--- src/rtl/vig31_pkg.sv ---
package vig31_pkg;

  localparam int unsigned CodeW      = 16;
  localparam int unsigned IdxW       = 5;
  localparam int unsigned PosW       = 4;
  localparam int unsigned LenW       = 4;
  localparam int unsigned KeyLetters = 12;
  localparam int unsigned KeyW       = KeyLetters * IdxW;
  localparam int unsigned CfgIdxW    = 2;
  localparam int unsigned CfgDataW   = KeyW;

  localparam logic [IdxW-1:0]  AlphaSize     = 5'd31;
  localparam logic [CodeW-1:0] SpaceCode     = 16'h0020;
  localparam logic [CodeW-1:0] LowerA        = 16'h0061;
  localparam logic [CodeW-1:0] LowerZ        = 16'h007A;
  localparam logic [CodeW-1:0] CaseOffset    = 16'h0020;
  localparam logic [LenW-1:0]  KeyLengthRst  = 4'd7;
  localparam logic [LenW-1:0]  KeyLengthMax  = LenW'(KeyLetters);

  typedef enum logic [CfgIdxW-1:0] {
    CFG_DECRYPT_MODE = 2'd0,
    CFG_KEY_LETTERS  = 2'd1,
    CFG_KEY_LENGTH   = 2'd2
  } cfg_reg_e;

  typedef struct packed {
    logic             drop;
    logic [CodeW-1:0] out_code;
    logic             was_letter;
  } xform_res_t;

  function automatic logic [CodeW-1:0] alpha_code(input logic [IdxW-1:0] idx);
    logic [CodeW-1:0] c;
    unique case (idx)
      5'd0:  c = 16'h0041;
      5'd1:  c = 16'h0102;
      5'd2:  c = 16'h00C2;
      5'd3:  c = 16'h0042;
      5'd4:  c = 16'h0043;
      5'd5:  c = 16'h0044;
      5'd6:  c = 16'h0045;
      5'd7:  c = 16'h0046;
      5'd8:  c = 16'h0047;
      5'd9:  c = 16'h0048;
      5'd10: c = 16'h0049;
      5'd11: c = 16'h00CE;
      5'd12: c = 16'h004A;
      5'd13: c = 16'h004B;
      5'd14: c = 16'h004C;
      5'd15: c = 16'h004D;
      5'd16: c = 16'h004E;
      5'd17: c = 16'h004F;
      5'd18: c = 16'h0050;
      5'd19: c = 16'h0051;
      5'd20: c = 16'h0052;
      5'd21: c = 16'h0053;
      5'd22: c = 16'h0218;
      5'd23: c = 16'h0054;
      5'd24: c = 16'h021A;
      5'd25: c = 16'h0055;
      5'd26: c = 16'h0056;
      5'd27: c = 16'h0057;
      5'd28: c = 16'h0058;
      5'd29: c = 16'h0059;
      5'd30: c = 16'h005A;
      default: c = 16'h0041;
    endcase
    return c;
  endfunction

endpackage

--- src/rtl/vig31_in_if.sv ---
interface vig31_in_if;
  logic                        valid;
  logic                        ready;
  logic [vig31_pkg::CodeW-1:0] char_code;
  logic                        message_start;

  modport source (output valid, output char_code, output message_start, input ready);
  modport sink   (input valid, input char_code, input message_start, output ready);
endinterface

--- src/rtl/vig31_out_if.sv ---
interface vig31_out_if;
  logic                        valid;
  logic                        ready;
  logic [vig31_pkg::CodeW-1:0] out_code;
  logic                        was_letter;

  modport source (output valid, output out_code, output was_letter, input ready);
  modport sink   (input valid, input out_code, input was_letter, output ready);
endinterface

--- src/rtl/vig31_key.sv ---
module vig31_key (
  input  logic                        clk_i,
  input  logic                        rst_ni,
  input  logic                        accept_i,
  input  logic                        message_start_i,
  input  logic [vig31_pkg::KeyW-1:0]  key_letters_i,
  input  logic [vig31_pkg::LenW-1:0]  key_length_i,
  output logic [vig31_pkg::IdxW-1:0]  shift_o
);

  logic [vig31_pkg::PosW-1:0] pos_q, pos_d;
  logic [vig31_pkg::PosW-1:0] pos;
  logic [vig31_pkg::PosW-1:0] pos_inc;
  logic [vig31_pkg::LenW-1:0] len;
  logic [vig31_pkg::IdxW-1:0] letter [vig31_pkg::KeyLetters];
  logic [vig31_pkg::IdxW-1:0] raw;

  for (genvar g = 0; g < vig31_pkg::KeyLetters; g++) begin : g_letter
    assign letter[g] = key_letters_i[g*vig31_pkg::IdxW +: vig31_pkg::IdxW];
  end

  always_comb begin
    priority if (key_length_i == '0) begin
      len = vig31_pkg::LenW'(1);
    end else if (key_length_i > vig31_pkg::KeyLengthMax) begin
      len = vig31_pkg::KeyLengthMax;
    end else begin
      len = key_length_i;
    end
  end

  always_comb begin
    pos = message_start_i ? '0 : pos_q;
    // a stale position after the length was lowered restarts at letter 0
    if (pos >= len) begin
      pos = '0;
    end
    pos_inc = pos + vig31_pkg::PosW'(1);
    pos_d   = pos_q;
    if (accept_i) begin
      pos_d = (pos_inc >= len) ? '0 : pos_inc;
    end
  end

  // letter index 31 folds to 0
  assign raw     = letter[pos];
  assign shift_o = (raw == vig31_pkg::AlphaSize) ? '0 : raw;

  always_ff @(posedge clk_i or negedge rst_ni) begin
    if (!rst_ni) begin
      pos_q <= '0;
    end else begin
      pos_q <= pos_d;
    end
  end

endmodule

--- src/rtl/vig31_xform.sv ---
module vig31_xform (
  input  logic [vig31_pkg::CodeW-1:0] char_code_i,
  input  logic [vig31_pkg::IdxW-1:0]  shift_i,
  input  logic                        decrypt_i,
  output vig31_pkg::xform_res_t       res_o
);

  logic [vig31_pkg::CodeW-1:0] code;
  logic                        found;
  logic [vig31_pkg::IdxW-1:0]  idx;
  logic [vig31_pkg::IdxW:0]    sum;
  logic [vig31_pkg::IdxW:0]    sum_red;
  logic [vig31_pkg::IdxW-1:0]  res_idx;

  always_comb begin
    code = char_code_i;
    if (char_code_i >= vig31_pkg::LowerA && char_code_i <= vig31_pkg::LowerZ) begin
      code = char_code_i - vig31_pkg::CaseOffset;
    end
  end

  // alphabet codes are distinct, so at most one entry hits
  always_comb begin
    found = 1'b0;
    idx   = '0;
    for (int i = 0; i < int'(vig31_pkg::AlphaSize); i++) begin
      if (vig31_pkg::alpha_code(vig31_pkg::IdxW'(i)) == code) begin
        found = 1'b1;
        idx   = vig31_pkg::IdxW'(i);
      end
    end
  end

  always_comb begin
    if (decrypt_i) begin
      sum = {1'b0, idx} + {1'b0, vig31_pkg::AlphaSize} - {1'b0, shift_i};
    end else begin
      sum = {1'b0, idx} + {1'b0, shift_i};
    end
    // sum stays below twice the alphabet size
    sum_red = (sum >= {1'b0, vig31_pkg::AlphaSize}) ? sum - {1'b0, vig31_pkg::AlphaSize} : sum;
    res_idx = sum_red[vig31_pkg::IdxW-1:0];
  end

  always_comb begin
    res_o.drop       = (code == vig31_pkg::SpaceCode);
    res_o.was_letter = found;
    res_o.out_code   = found ? vig31_pkg::alpha_code(res_idx) : code;
  end

endmodule

--- src/rtl/vigenere_cipher_31_letter_core.sv ---
// An accepted word is registered in stage 1 and its result in the output register.
// Throughput: one word per cycle unless out_o.ready stalls; the key counter steps
// per word and the mod-31 adder is combinational, so words stream back to back.
// Reset: rst_ni clears both stage valids, the key position, decrypt mode and the
// key letters, and sets the key length to 7.
module vigenere_cipher_31_letter_core (
  input  logic                            clk_i,
  input  logic                            rst_ni,
  input  logic                            cfg_we_i,
  input  logic [vig31_pkg::CfgIdxW-1:0]   cfg_index_i,
  input  logic [vig31_pkg::CfgDataW-1:0]  cfg_data_i,
  vig31_in_if.sink                        in_i,
  vig31_out_if.source                     out_o
);

  logic                        decrypt_q;
  logic [vig31_pkg::KeyW-1:0]  key_letters_q;
  logic [vig31_pkg::LenW-1:0]  key_length_q;

  logic                        s1_valid_q;
  logic [vig31_pkg::CodeW-1:0] s1_code_q;
  logic [vig31_pkg::IdxW-1:0]  s1_shift_q;
  logic                        out_valid_q;
  logic [vig31_pkg::CodeW-1:0] out_code_q;
  logic                        out_letter_q;

  logic                        in_acc;
  logic                        out_load_ok;
  logic                        s1_adv;
  logic                        out_load;
  logic [vig31_pkg::IdxW-1:0]  shift;
  vig31_pkg::xform_res_t       res;

  always_ff @(posedge clk_i or negedge rst_ni) begin
    if (!rst_ni) begin
      decrypt_q     <= 1'b0;
      key_letters_q <= '0;
      key_length_q  <= vig31_pkg::KeyLengthRst;
    end else if (cfg_we_i) begin
      unique case (cfg_index_i)
        vig31_pkg::CFG_DECRYPT_MODE: decrypt_q     <= cfg_data_i[0];
        vig31_pkg::CFG_KEY_LETTERS:  key_letters_q <= cfg_data_i[vig31_pkg::KeyW-1:0];
        vig31_pkg::CFG_KEY_LENGTH:   key_length_q  <= cfg_data_i[vig31_pkg::LenW-1:0];
        default: ;
      endcase
    end
  end

  vig31_key u_key (
    .clk_i           (clk_i),
    .rst_ni          (rst_ni),
    .accept_i        (in_acc),
    .message_start_i (in_i.message_start),
    .key_letters_i   (key_letters_q),
    .key_length_i    (key_length_q),
    .shift_o         (shift)
  );

  vig31_xform u_xform (
    .char_code_i (s1_code_q),
    .shift_i     (s1_shift_q),
    .decrypt_i   (decrypt_q),
    .res_o       (res)
  );

  // spaces leave stage 1 without needing the output register
  assign out_load_ok = !out_valid_q || out_o.ready;
  assign s1_adv      = s1_valid_q && (res.drop || out_load_ok);
  assign out_load    = s1_valid_q && !res.drop && out_load_ok;
  assign in_i.ready  = !s1_valid_q || s1_adv;
  assign in_acc      = in_i.valid && in_i.ready;

  always_ff @(posedge clk_i or negedge rst_ni) begin
    if (!rst_ni) begin
      s1_valid_q  <= 1'b0;
      out_valid_q <= 1'b0;
    end else begin
      if (in_acc) begin
        s1_valid_q <= 1'b1;
      end else if (s1_adv) begin
        s1_valid_q <= 1'b0;
      end
      if (out_load) begin
        out_valid_q <= 1'b1;
      end else if (out_o.ready) begin
        out_valid_q <= 1'b0;
      end
    end
  end

  always_ff @(posedge clk_i) begin
    if (in_acc) begin
      s1_code_q  <= in_i.char_code;
      s1_shift_q <= shift;
    end
    if (out_load) begin
      out_code_q   <= res.out_code;
      out_letter_q <= res.was_letter;
    end
  end

  assign out_o.valid      = out_valid_q;
  assign out_o.out_code   = out_code_q;
  assign out_o.was_letter = out_letter_q;

endmodule

--- src/flat_wrapper.sv ---
// flat-port wrapper written by rule: the top's interface ports become plain ports
module vigenere_cipher_31_letter_core_flat 
  (clk_i, rst_ni, cfg_we_i, cfg_index_i, cfg_data_i, in_i_valid, in_i_char_code, in_i_message_start, in_i_ready, out_o_valid, out_o_out_code, out_o_was_letter, out_o_ready);
  vig31_in_if in_i_i ();
  vig31_out_if out_o_i ();
  input  logic clk_i;
  input  logic rst_ni;
  input  logic cfg_we_i;
  input  logic [vig31_pkg::CfgIdxW-1:0] cfg_index_i;
  input  logic [vig31_pkg::CfgDataW-1:0] cfg_data_i;
  input wire logic [$bits(in_i_i.valid)-1:0] in_i_valid;
  input wire logic [$bits(in_i_i.char_code)-1:0] in_i_char_code;
  input wire logic [$bits(in_i_i.message_start)-1:0] in_i_message_start;
  output wire logic [$bits(in_i_i.ready)-1:0] in_i_ready;
  output wire logic [$bits(out_o_i.valid)-1:0] out_o_valid;
  output wire logic [$bits(out_o_i.out_code)-1:0] out_o_out_code;
  output wire logic [$bits(out_o_i.was_letter)-1:0] out_o_was_letter;
  input wire logic [$bits(out_o_i.ready)-1:0] out_o_ready;
  assign in_i_i.valid = in_i_valid;
  assign in_i_i.char_code = in_i_char_code;
  assign in_i_i.message_start = in_i_message_start;
  assign in_i_ready = in_i_i.ready;
  assign out_o_valid = out_o_i.valid;
  assign out_o_out_code = out_o_i.out_code;
  assign out_o_was_letter = out_o_i.was_letter;
  assign out_o_i.ready = out_o_ready;
  vigenere_cipher_31_letter_core u_core (.clk_i(clk_i), .rst_ni(rst_ni), .cfg_we_i(cfg_we_i), .cfg_index_i(cfg_index_i), .cfg_data_i(cfg_data_i), .in_i(in_i_i), .out_o(out_o_i));
endmodule
--- config.mk ---
export PLATFORM = sky130hd
export DESIGN_NAME = vigenere_cipher_31_letter_core_flat
export DESIGN_NICKNAME = d
export VERILOG_FILES = /design/src/rtl/vig31_pkg.sv /design/src/rtl/vig31_in_if.sv /design/src/rtl/vig31_out_if.sv /design/src/rtl/vig31_key.sv /design/src/rtl/vig31_xform.sv /design/src/rtl/vigenere_cipher_31_letter_core.sv /design/src/flat_wrapper.sv
export SDC_FILE = /design/constraint.sdc
export NUM_CORES = 1
export LEC_CHECK = 0
export BUFFER_PORTS_ARGS = -buffer_cell sky130_fd_sc_hd__buf_2
export CAP_MARGIN = 10
export CORE_MARGIN = 4
export CORE_UTILIZATION = 63
export DETAILED_ROUTE_END_ITERATION = 6
export PLACE_DENSITY = 0.92
export SYNTH_ARGS = -nofsm -noshare
export SYNTH_HDL_FRONTEND = slang
export SYNTH_HIERARCHICAL = 1
export SYNTH_SLANG_ARGS = --single-unit
--- constraint.sdc ---
create_clock -name clk_i -period 12.9 [get_ports clk_i]
set_clock_uncertainty 0.15 [all_clocks]
set_input_delay 2.58 -clock clk_i [delete_from_list [all_inputs] [get_ports clk_i]]
set_output_delay 2.58 -clock clk_i [all_outputs]
set_load 0.005 [all_outputs]
### Yosys cells after proc, flatten, opt, wreduce, memory -nomap -nowiden

Memories as Yosys holds them, arrays and structs flattened.
Index checks and enable logic that the tools add are counted.

* flip-flop bits (word level): 109
* memory bits (read-only): 288
* input port bits: 84
* output and inout port bits: 19
* logic and storage cells: 155
* memories: 1

Memory list
* (no name shown): depth 32, bits a word 9, rd ports 1, clocked after Yosys merged registers in 0, write ports 0, line vig31_pkg.sv:34 `unique case (idx)`

* $add $sub $neg: 6
* $lt $le $gt $ge: 7
* equality and inequality tests: 35
* muxes and demuxes: 77
* bitwise operators: 1
* reductions and logical operators: 18

Operators by type and width (count)
* $eq 7x16->1 const A: 26
* $mux 5: 32
* $mux 1: 36
* $eq 10x16->1 const A: 2
* $eq 8x16->1 const A: 2
* $mux 16: 2
* $bmux 5 s4: 1
* $mux 4: 5
* $eq 16x6->1 const B: 1
* $eq 9x16->1 const A: 1
* $ge 16x7->1 const B: 1
* $le 16x7->1 const B: 1
* $sub 16x6->16 const B: 1
* $ge 4x4->1: 2
* $add 5x5->6: 1
* $add 5x5->6 const B: 1
* $ge 6x5->1 const B: 1
* $mux 6: 1
* $reduce_and 2->1: 3
* $sub 6x5->6: 1
* $eq 5x5->1 const B: 1
* $ge 5x5->1 const B: 1
* $logic_and 1x1->1: 5
* $not 4->5: 1
* other kinds (10): 15

### Longest topological paths before layout

Gate-level depths: netlist (run 1).
An unclocked memory read counts as a cell.

* depth after elaboration: 41
* gate-level depth with buffers: 28

### Modules after synthesis

The synthesis (run 1) kept the hierarchy.

Modules (own cells, without submodules)
* vigenere_cipher_31_letter_core: instances 1, cells an instance 188, area an instance 3742.3 um^2, sequential area each 2821.5 um^2
* vig31_xform: instances 1, cells an instance 310, area an instance 2025.7 um^2, sequential area each 0.0 um^2
* vig31_key: instances 1, cells an instance 146, area an instance 1216.2 um^2, sequential area each 100.1 um^2

### Worst setup path before layout (run 1)

OpenSTA, ideal clock, no wires.

* path kind: reg2reg
* from: register u_core/s1_code_q[4] (netlist name)
* to: register u_core.out_code_q, in the netlist u_core/out_o.out_code[1] (data pin)
* arrival time: 5.900 ns
* data required time: 12.490 ns
* setup slack: 6.590 ns
* stages on the path, launching flop included: 25
* path buffers: 1
* clock period less this slack: 6.310 ns
* cells stage by stage: edfxtp_1 -> buf_6 -> or4_4 -> o221ai_2 -> a21oi_1 -> nor2b_4 -> mux2_2 -> a22o_1 -> and4_4 -> or4_1 -> fa_1 -> nor2b_1 -> a21oi_1 -> ha_1 -> nand3b_1 -> mux2i_1 -> a21oi_1 -> mux2_2 -> inv_1 -> ha_1 -> nor2_1 -> a221o_1 -> a31oi_1 -> o21ai_0 -> mux2_2

RTL lines
* start, declared: line vigenere_cipher_31_letter_core.sv:21 `logic [vig31_pkg::CodeW-1:0] s1_code_q;`
* start signal, assigned: line vigenere_cipher_31_letter_core.sv:93 `s1_code_q <= in_i.char_code;`
* end signal, assigned: line vigenere_cipher_31_letter_core.sv:97 `out_code_q <= res.out_code;`
* end, declared: line vigenere_cipher_31_letter_core.sv:24 `logic [vig31_pkg::CodeW-1:0] out_code_q;`

==> summary.md, run 1 <==
| Metric | Value |
|---|---|
| Outcome | `finished clean` |
| RSZ-0062 raised after global routing | `false` |
| First-pass GRT wire length | `26.9 mm` |
| Syn Nets | `760` |
| Reg2reg end | `u_core/out_o.out_code[1]$_DFFE_PP_` |
| Worst Path Class, Setup | `register to register` |
| Period minus WS final | `between 7 and 8 ns` |
| Cts hold-fix bufs | `0` |
| Post-synth top area cell | `dfrtp_1` |
| Number of nets in the layout | `839` |
| Starting Density | `0.644` |
| Largest net degree at the start of global routing | `about 70` |
| DRC violations left | `0` |
| Initial antenna violation count | `0` |
| P&R area growth vs syn | `9.57%` |
| Die area | `12800 um2` |
| Routed WL | `around 17 mm` |
| P_leak | `~3.3 nW` |
| Most frequent cell after synthesis | `mux2_2` |
| Port Buf Inserts | `102` |
| Die width | `113 um` |
| Worst path arrival time | `7.69 ns` |
| Slowest cell on crit path | `xnor2_1` |
| Ranking of synthesized cells by area | `dfrtp_1 (24%), edfxtp_1 (16%), mux2_2 (11%)` |
| Crit path largest cell delay | `0.60 ns` |
| Worst Path Required | `13.02 ns` |
| Hold path startpoint | `u_core/s1_code_q[14]$_DFFE_PP_` |
| Core Area | `10800 um2` |
| Final Hold Viols | `0` |
| Pwr per Cell Area | `150 nW/um2` |
| Post-Route M1 WL | `6.67 mm` |
| Clock buffer depth | `2` |
| Die height | `113 um` |
| Top cells by count, synth | `mux2_2 (71), dfrtp_1 (68), nor2_1 (40)` |
| Antenna diode count | `0` |
| Fmax | `0.132 GHz` |
| Syn Area/Cell | `10.8 um2` |
| Largest fanout on the critical path | `9` |
| TritonCTS Buffers | `9` |
| Top cell type's share of synthesized area | `0.244` |
| Crit share post-route | `0.587` |
| Drt wl/cell | `~20 um` |
| Max Cap Viol | `0` |
| Detailed Routing Iterations Pass 1 | `6` |
| Gate Count Post-Synth | `between 600 and 700` |
| Fillers | `826` |
| Top_reg_cell synth | `dfrtp_1` |
| EDFF count, synth | `38` |
| Worst-Skew Late Latency | `0.39 ns` |
| Setup repair bufs after CTS | `0` |
| Number of global-route vias before repair | `5482` |
| FP Rows | `38` |
| Place WS | `5.50 ns` |
| Met2 Wirelength | `8.90 mm` |
| Startpoint types | `register` |
| Worst-path clk slew | `0.11 ns` |
| Post_cts resized | `0` |
| Reg2Reg Launch Point | `u_core/s1_code_q[12]$_DFFE_PP_` |
| Root Buffer | `clkbuf_8` |
| Hold depth | `0` |
| Gr ovfl total | `0` |
| Met3 Routed Length | `919 um` |
| Hold crit path type | `register to register` |
| Worst setup EP type | `register` |
| Flop2flop setup slack | `roughly 5.3 ns` |
| Max_slew headroom | `0.151` |
| Ys async rst share | `0.651` |
| Setup TNS | `0 ns` |
| Register area share after synthesis | `0.418` |
| YS warnings | `6` |
| Routed vias | `5579` |
| Final WS setup | `5.33 ns` |
| Peak VDD IR | `0.000103 V` |
| Cell depth of the worst flop-to-flop path | `26` |
| DR vias/cell | `6.43` |
| Initial drt markers | `557` |
| Tot GR Track Use | `0.260` |
| # setup viols final | `0` |
| I/O pin cnt | `around 100` |
| Post-synth cell types | `88` |
| Worst path top cell family by delay | `simple AND/OR/NAND/NOR gates` |
| Fin. max-slew vios | `0` |
| Gpl congestion | `between 0.8 and 0.9` |
| Detailed placer's ending HPWL | `roughly 13 mm` |
| CTS sink cnt | `109` |
| Max layer used | `met4` |
| Worst slew pin tran | `about 1.3 ns` |
| Worst Hold Endpoint | `u_core/out_o.out_code[14]$_DFFE_PP_` |
| #FFs+latches synth | `109` |
| Layout cells sized above 1 | `0.319` |
| Worst Path Buf+Inv | `2` |
| H-tree depth | `3` |
| Antenna-violating nets left | `0` |
| Post-Syn Area | `6980 um2` |
| Hold Worst Slack | `between 0.3 and 0.4 ns` |
| CTS tree | `done` |
## through the flow
step                utilization  cell area, um2  power, mW  cells
floorplan                     -            6980      0.809    644
global placement          0.687            7440      0.898    852
detailed placement        0.687            7440      0.922    852
CTS                       0.706            7650       1.14    868
global route              0.706            7650       1.21    868
finish                    0.706            7650       1.15    868
## report_power, final
group,internal (mW),switching (mW)
Combinational,0.198,0.269
Sequential,0.418,0.0441
Clock,0.0928,0.124
Total,0.709,0.437
## routing by layer
| metal | GRT usage | vias to the layer above |
|---|---|---|
| li1 | - | 2594 |
| met5 | 0 | - |
| met3 | 0.0374 | 47 |
| met1 | 0.311 | 2691 |
| met4 | 0.0897 | 0 |
| met2 | 0.478 | 247 |
## flip-flops by register name, summed over array words and instances (netlist names)
signal / flops
u_core/s1_code_q: 16
u_core/out_o.out_code: 16
u_core/decrypt_q: 1
u_core/out_o.was_letter: 1
u_core/s1_shift_q: 5
u_core/u_key/pos_q: 4
u_core/key_length_q: 4
u_core/out_o.valid: 1
u_core/s1_valid_q: 1
u_core/key_letters_q: 60
## layout make-up
cell class | instances | area [um2] | area share
Clock buffer | 9 | 124 | 0.0162
Multi-Input combinational cell | 460 | 3670 | 0.479
Tap cell | 140 | 175 | 0.0229
Timing Repair Buffer | 106 | 541 | 0.0706
Inverter | 37 | 139 | 0.0181
Clock inverter | 7 | 83.8 | 0.0110
Sequential cell | 109 | 2920 | 0.382
## worst max path at each step
stage          cells past startpoint  slack (ns)                      startpoint                                  to
2_1_floorplan                     24        6.59   u_core/s1_code_q[4]$_DFFE_PP_  u_core/out_o.out_code[1]$_DFFE_PP_
3_3_place_gp                      25        5.80  u_core/s1_code_q[12]$_DFFE_PP_  u_core/out_o.out_code[1]$_DFFE_PP_
3_5_place_dp                      25        5.50   u_core/s1_code_q[0]$_DFFE_PP_  u_core/out_o.out_code[1]$_DFFE_PP_
4_1_cts                           25        5.50   u_core/s1_code_q[0]$_DFFE_PP_  u_core/out_o.out_code[1]$_DFFE_PP_
5_1_grt                           26        4.71  u_core/s1_code_q[12]$_DFFE_PP_  u_core/out_o.out_code[1]$_DFFE_PP_
6_report                          26        5.33  u_core/s1_code_q[12]$_DFFE_PP_  u_core/out_o.out_code[1]$_DFFE_PP_
## logic make-up after synthesis
kind of cell / synth area share
flip-flops: 0.418
AO/OA/AOI/OAI: 0.162
multiplexers: 0.154
buffers and inverters: 0.0568
adder cells (fa/ha/maj): 0.0595
AND/OR/NAND/NOR: 0.140
XOR/XNOR: 0.0100
## placed cells by master, fill, tap and decap left out, drive strengths merged, types with 7 or more instances in the layout
cell type  instances
buf              106
mux2              79
dfrtp             68
nor2              40
inv               39
edfxtp            38
ha                30
a21oi             26
nand2             25
o21ai             22
nand3             15
nor3              15
mux2i             14
nand4             14
o211ai            12
nor2b             11
clkbuf             9
nand2b             9
or2                9
a211oi             8
a22oi              7
a221o              7
o22ai              7
Note: power is estimated with default switching activity, not from simulation.
==> inputs of run 2 (changes only) <==
- CORE_UTILIZATION: 63 -> 58
- PLACE_DENSITY: 0.92 -> 0.86
- clock period: 12.9 -> 7.8 ns (I/O delays scaled with it)
==> run 2 against run 1 <==
Net effect:
- global-route usage fell by 2.4 points
- combinational power rose by 65%
- power rose by 73%
- routed wire length fell by 2.8%
- setup slack got worse by 4.7 ns
- clock power rose by 110%
- clock-buffer cell count rose by 5
- sequential share of layout area fell by 0.66 points
- critical path type unchanged
- non-clock buffer count rose by 6
- largest cell class unchanged
- via count fell by 0.56%
==> summary.md, run 2 (synthesis gave the netlist of run 1 again) <==
| Metric | Value |
|---|---|
| Outcome | `finished clean` |
| DRC violations left | `0 (unchanged)` |
| Die width | `118 um (+3.9%)` |
| Final WS setup | `0.642 ns (-4.68 ns)` |
| Max_slew headroom | `0.385 (+0.234)` |
| Cts hold-fix bufs | `0 (unchanged)` |
| Max Cap Viol | `0 (unchanged)` |
| Commonest non-fill, non-tap cell in the layout | `buf_2` |
| CTS sink cnt | `109 (unchanged)` |
| Setup repair bufs after CTS | `0 (unchanged)` |
| Reg2reg end | `u_core/out_o.out_code[1]$_DFFE_PP_` |
| First-pass GRT wire length | `27.0 mm (+0.33%)` |
| CP startpoint | `u_core/s1_code_q[4]$_DFFE_PP_` |
| Die height | `118 um (+3.9%)` |
| Clock buffer depth | `2 (unchanged)` |
| P&R area growth vs syn | `11.5%` |
| Slowest cell on crit path | `or4_4` |
| Number of nets in the layout | `845 (+0.72%)` |
| Cells along the critical path | `or4_4 > o22ai_1 > nor4b_1 > o21ai_0 > or2_1 > nor2_1 > a31oi_1 > nor2_1 > or4_1 > fa_1 > nor2b_1 > a21oi_1 > ha_1 > nand3b_1 > mux2i_1 > a21oi_1 > mux2_2 > inv_1 > ha_1 > nor2_1 > a221o_1 > a31oi_1 > o21ai_0 > mux2_2` |
| H-tree depth | `3 (unchanged)` |
| Number of flip-flops under the largest register name | `60 (unchanged)` |
| Worst path arrival time | `7.11 ns (-0.58 ns)` |
| Commonest cells after routing, fill and taps aside | `buf_2 (102), mux2_2 (71), dfrtp_1 (68)` |
| Worst-path clk slew | `0.07 ns (-0.04 ns)` |
| Routed vias | `5548 (-0.56%)` |
| Largest net degree at the start of global routing | `72 (unchanged)` |
| Final Hold Viols | `0 (unchanged)` |
| Initial antenna violation count | `0 (unchanged)` |
| Fillers | `861 (+4.2%)` |
| TritonCTS Buffers | `9 (unchanged)` |
| Period minus WS final | `7.16 ns (-0.416 ns)` |
| Crit path largest cell delay | `0.60 ns (about the same)` |
| Initial drt markers | `460 (-17%)` |
| P_leak | `3.35 nW (+2.0%)` |
| CTS tree | `done` |
| Cell depth of the worst flop-to-flop path | `24 (-7.7%)` |
| Largest fanout on the critical path | `9 (unchanged)` |
| Place WS | `0.779 ns (-4.72 ns)` |
| Worst slew pin tran | `0.915 ns (-0.358 ns)` |
| Fin. max-slew vios | `0 (unchanged)` |
| Number of global-route vias before repair | `5523 (+0.75%)` |
| Worst Path Required | `7.76 ns (-5.26 ns)` |
| # setup viols final | `0 (unchanged)` |
| Root Buffer | `clkbuf_16` |
| Worst setup EP type | `register` |
| DR vias/cell | `6.33 (-1.6%)` |
| Core Area | `11600 um2 (+7.1%)` |
| Post-DP Area | `7490 um2 (+0.66%)` |
| Post_cts resized | `0 (unchanged)` |
| Largest Register | `u_core/key_letters_q` |
| Reg2Reg Launch Point | `u_core/s1_code_q[4]$_DFFE_PP_` |
| Worst Path Class, Setup | `register to register` |
| Tot GR Track Use | `0.236 (-0.0239)` |
| Gr ovfl total | `0 (unchanged)` |
| Layout cells sized above 1 | `0.322 (+0.00284)` |
| Most Frequent Cell on Critical Path | `nor2_1` |
| Worst Setup EP | `u_core/out_o.out_code[1]$_DFFE_PP_` |
| Detailed placer's ending HPWL | `12.3 mm (-3.3%)` |
| Fmax | `0.140 GHz (+5.8%)` |
| Peak VDD IR | `0.000150 V (+45%)` |
| Pwr per Cell Area | `254 nW/um2 (+70%)` |
| Starting Density | `0.601 (-0.0429)` |
| Worst-Skew Late Latency | `0.36 ns (-0.03 ns)` |
| Hold path startpoint | `u_core/s1_code_q[14]$_DFFE_PP_` |
| Hold Worst Slack | `0.317 ns (-0.00598 ns)` |
| Final Core Density | `0.670 (-0.0355)` |
| RSZ-0062 raised after global routing | `false` |
| Detailed Routing Iterations Pass 1 | `7 (+1)` |
| Crit share post-route | `0.918 (+0.331)` |
| Flop2flop setup slack | `0.64 ns (-4.68 ns)` |
| Port Buf Inserts | `102 (unchanged)` |
| Antenna diode count | `0 (unchanged)` |
| Routed WL | `16.5 mm (-2.8%)` |
| I/O pin cnt | `103 (unchanged)` |
| Startpoint types | `register` |
| FP Rows | `39 (+2.6%)` |
| Die area | `13900 um2 (+8.0%)` |
| Setup TNS | `0 ns (unchanged)` |
| Drt wl/cell | `18.8 um (-3.8%)` |
| Antenna-violating nets left | `0 (unchanged)` |
| Hold crit path type | `register to register` |
| Post-route design area | `7790 um2 (+1.7%)` |
| Gpl congestion | `0.946 (+7.2%)` |
==> run 2: changes by cell type in the layout (fill, tap and decap cells not counted) <==
cell / before / now
clkbuf_16: 0 / 10
clkbuf_8: 9 / 1
buf_4: 4 / 10
clkbuf_1: 0 / 3
bufinv_16: 1 / 0
clkinv_1: 1 / 0
clkinv_2: 1 / 0
clkinv_8: 1 / 0
inv_8: 1 / 0
==> run 2: metal layers <==
layer | wire length, um | global-route usage | part of all wire | vias up
met5 | 0 | 0 | 0 | -
met4 | 482 | 0.105 | 0.029 | 0
met3 | 988 | 0.0466 | 0.060 | 48
met2 | 8290 | 0.400 | 0.50 | 233
met1 | 6690 | 0.294 | 0.41 | 2662
li1 | - | - | - | 2605
==> run 2: layout make-up <==
cell class,instances,area (um2),area share
Multi-Input combinational cell,460,3670,0.471
Timing Repair Buffer,112,586,0.0752
Inverter,37,139,0.0178
Clock buffer,14,275,0.0354
Sequential cell,109,2920,0.375
Clock inverter,2,17.5,0.00225
Tap cell,143,179,0.0230
==> run 2: power by group <==
group | switching [mW] | total, mW | internal [mW]
combinational | 0.436 | 0.769 | 0.333
sequential | 0.0659 | 0.757 | 0.691
clock | 0.205 | 0.452 | 0.247
total | 0.707 | 1.98 | 1.27
==> run 2: critical path: cells and delay by family, from the launching register on <==
kind	cells	cell delay [ns]
mux	3	1.22
compound gates	8	1.85
flops	1	0.51
buf+inv	1	0.16
simple gates	9	1.88
fa+ha+maj	3	1.12
==> run 2: worst min-delay path by stage <==
stage,endpoint,slack (ns),cells after the start
after global routing,u_core/out_o.out_code[14]$_DFFE_PP_,0.33,0
final,u_core/out_o.out_code[14]$_DFFE_PP_,0.32,0
after detailed placement,u_core/out_o.out_code[14]$_DFFE_PP_,0.30,0
after floorplan,u_core/out_o.valid$_DFFE_PN0P_,0.32,2
after CTS,u_core/out_o.out_code[14]$_DFFE_PP_,0.32,0
after global placement,u_core/out_o.out_code[12]$_DFFE_PP_,0.30,0
==> run 2: through the flow <==
step,power [mW],std cells
6_report,1.98,877
5_1_grt,2.10,877
3_5_place_dp,1.52,861
3_3_place_gp,1.49,861
4_1_cts,1.97,877
2_1_floorplan,1.34,644
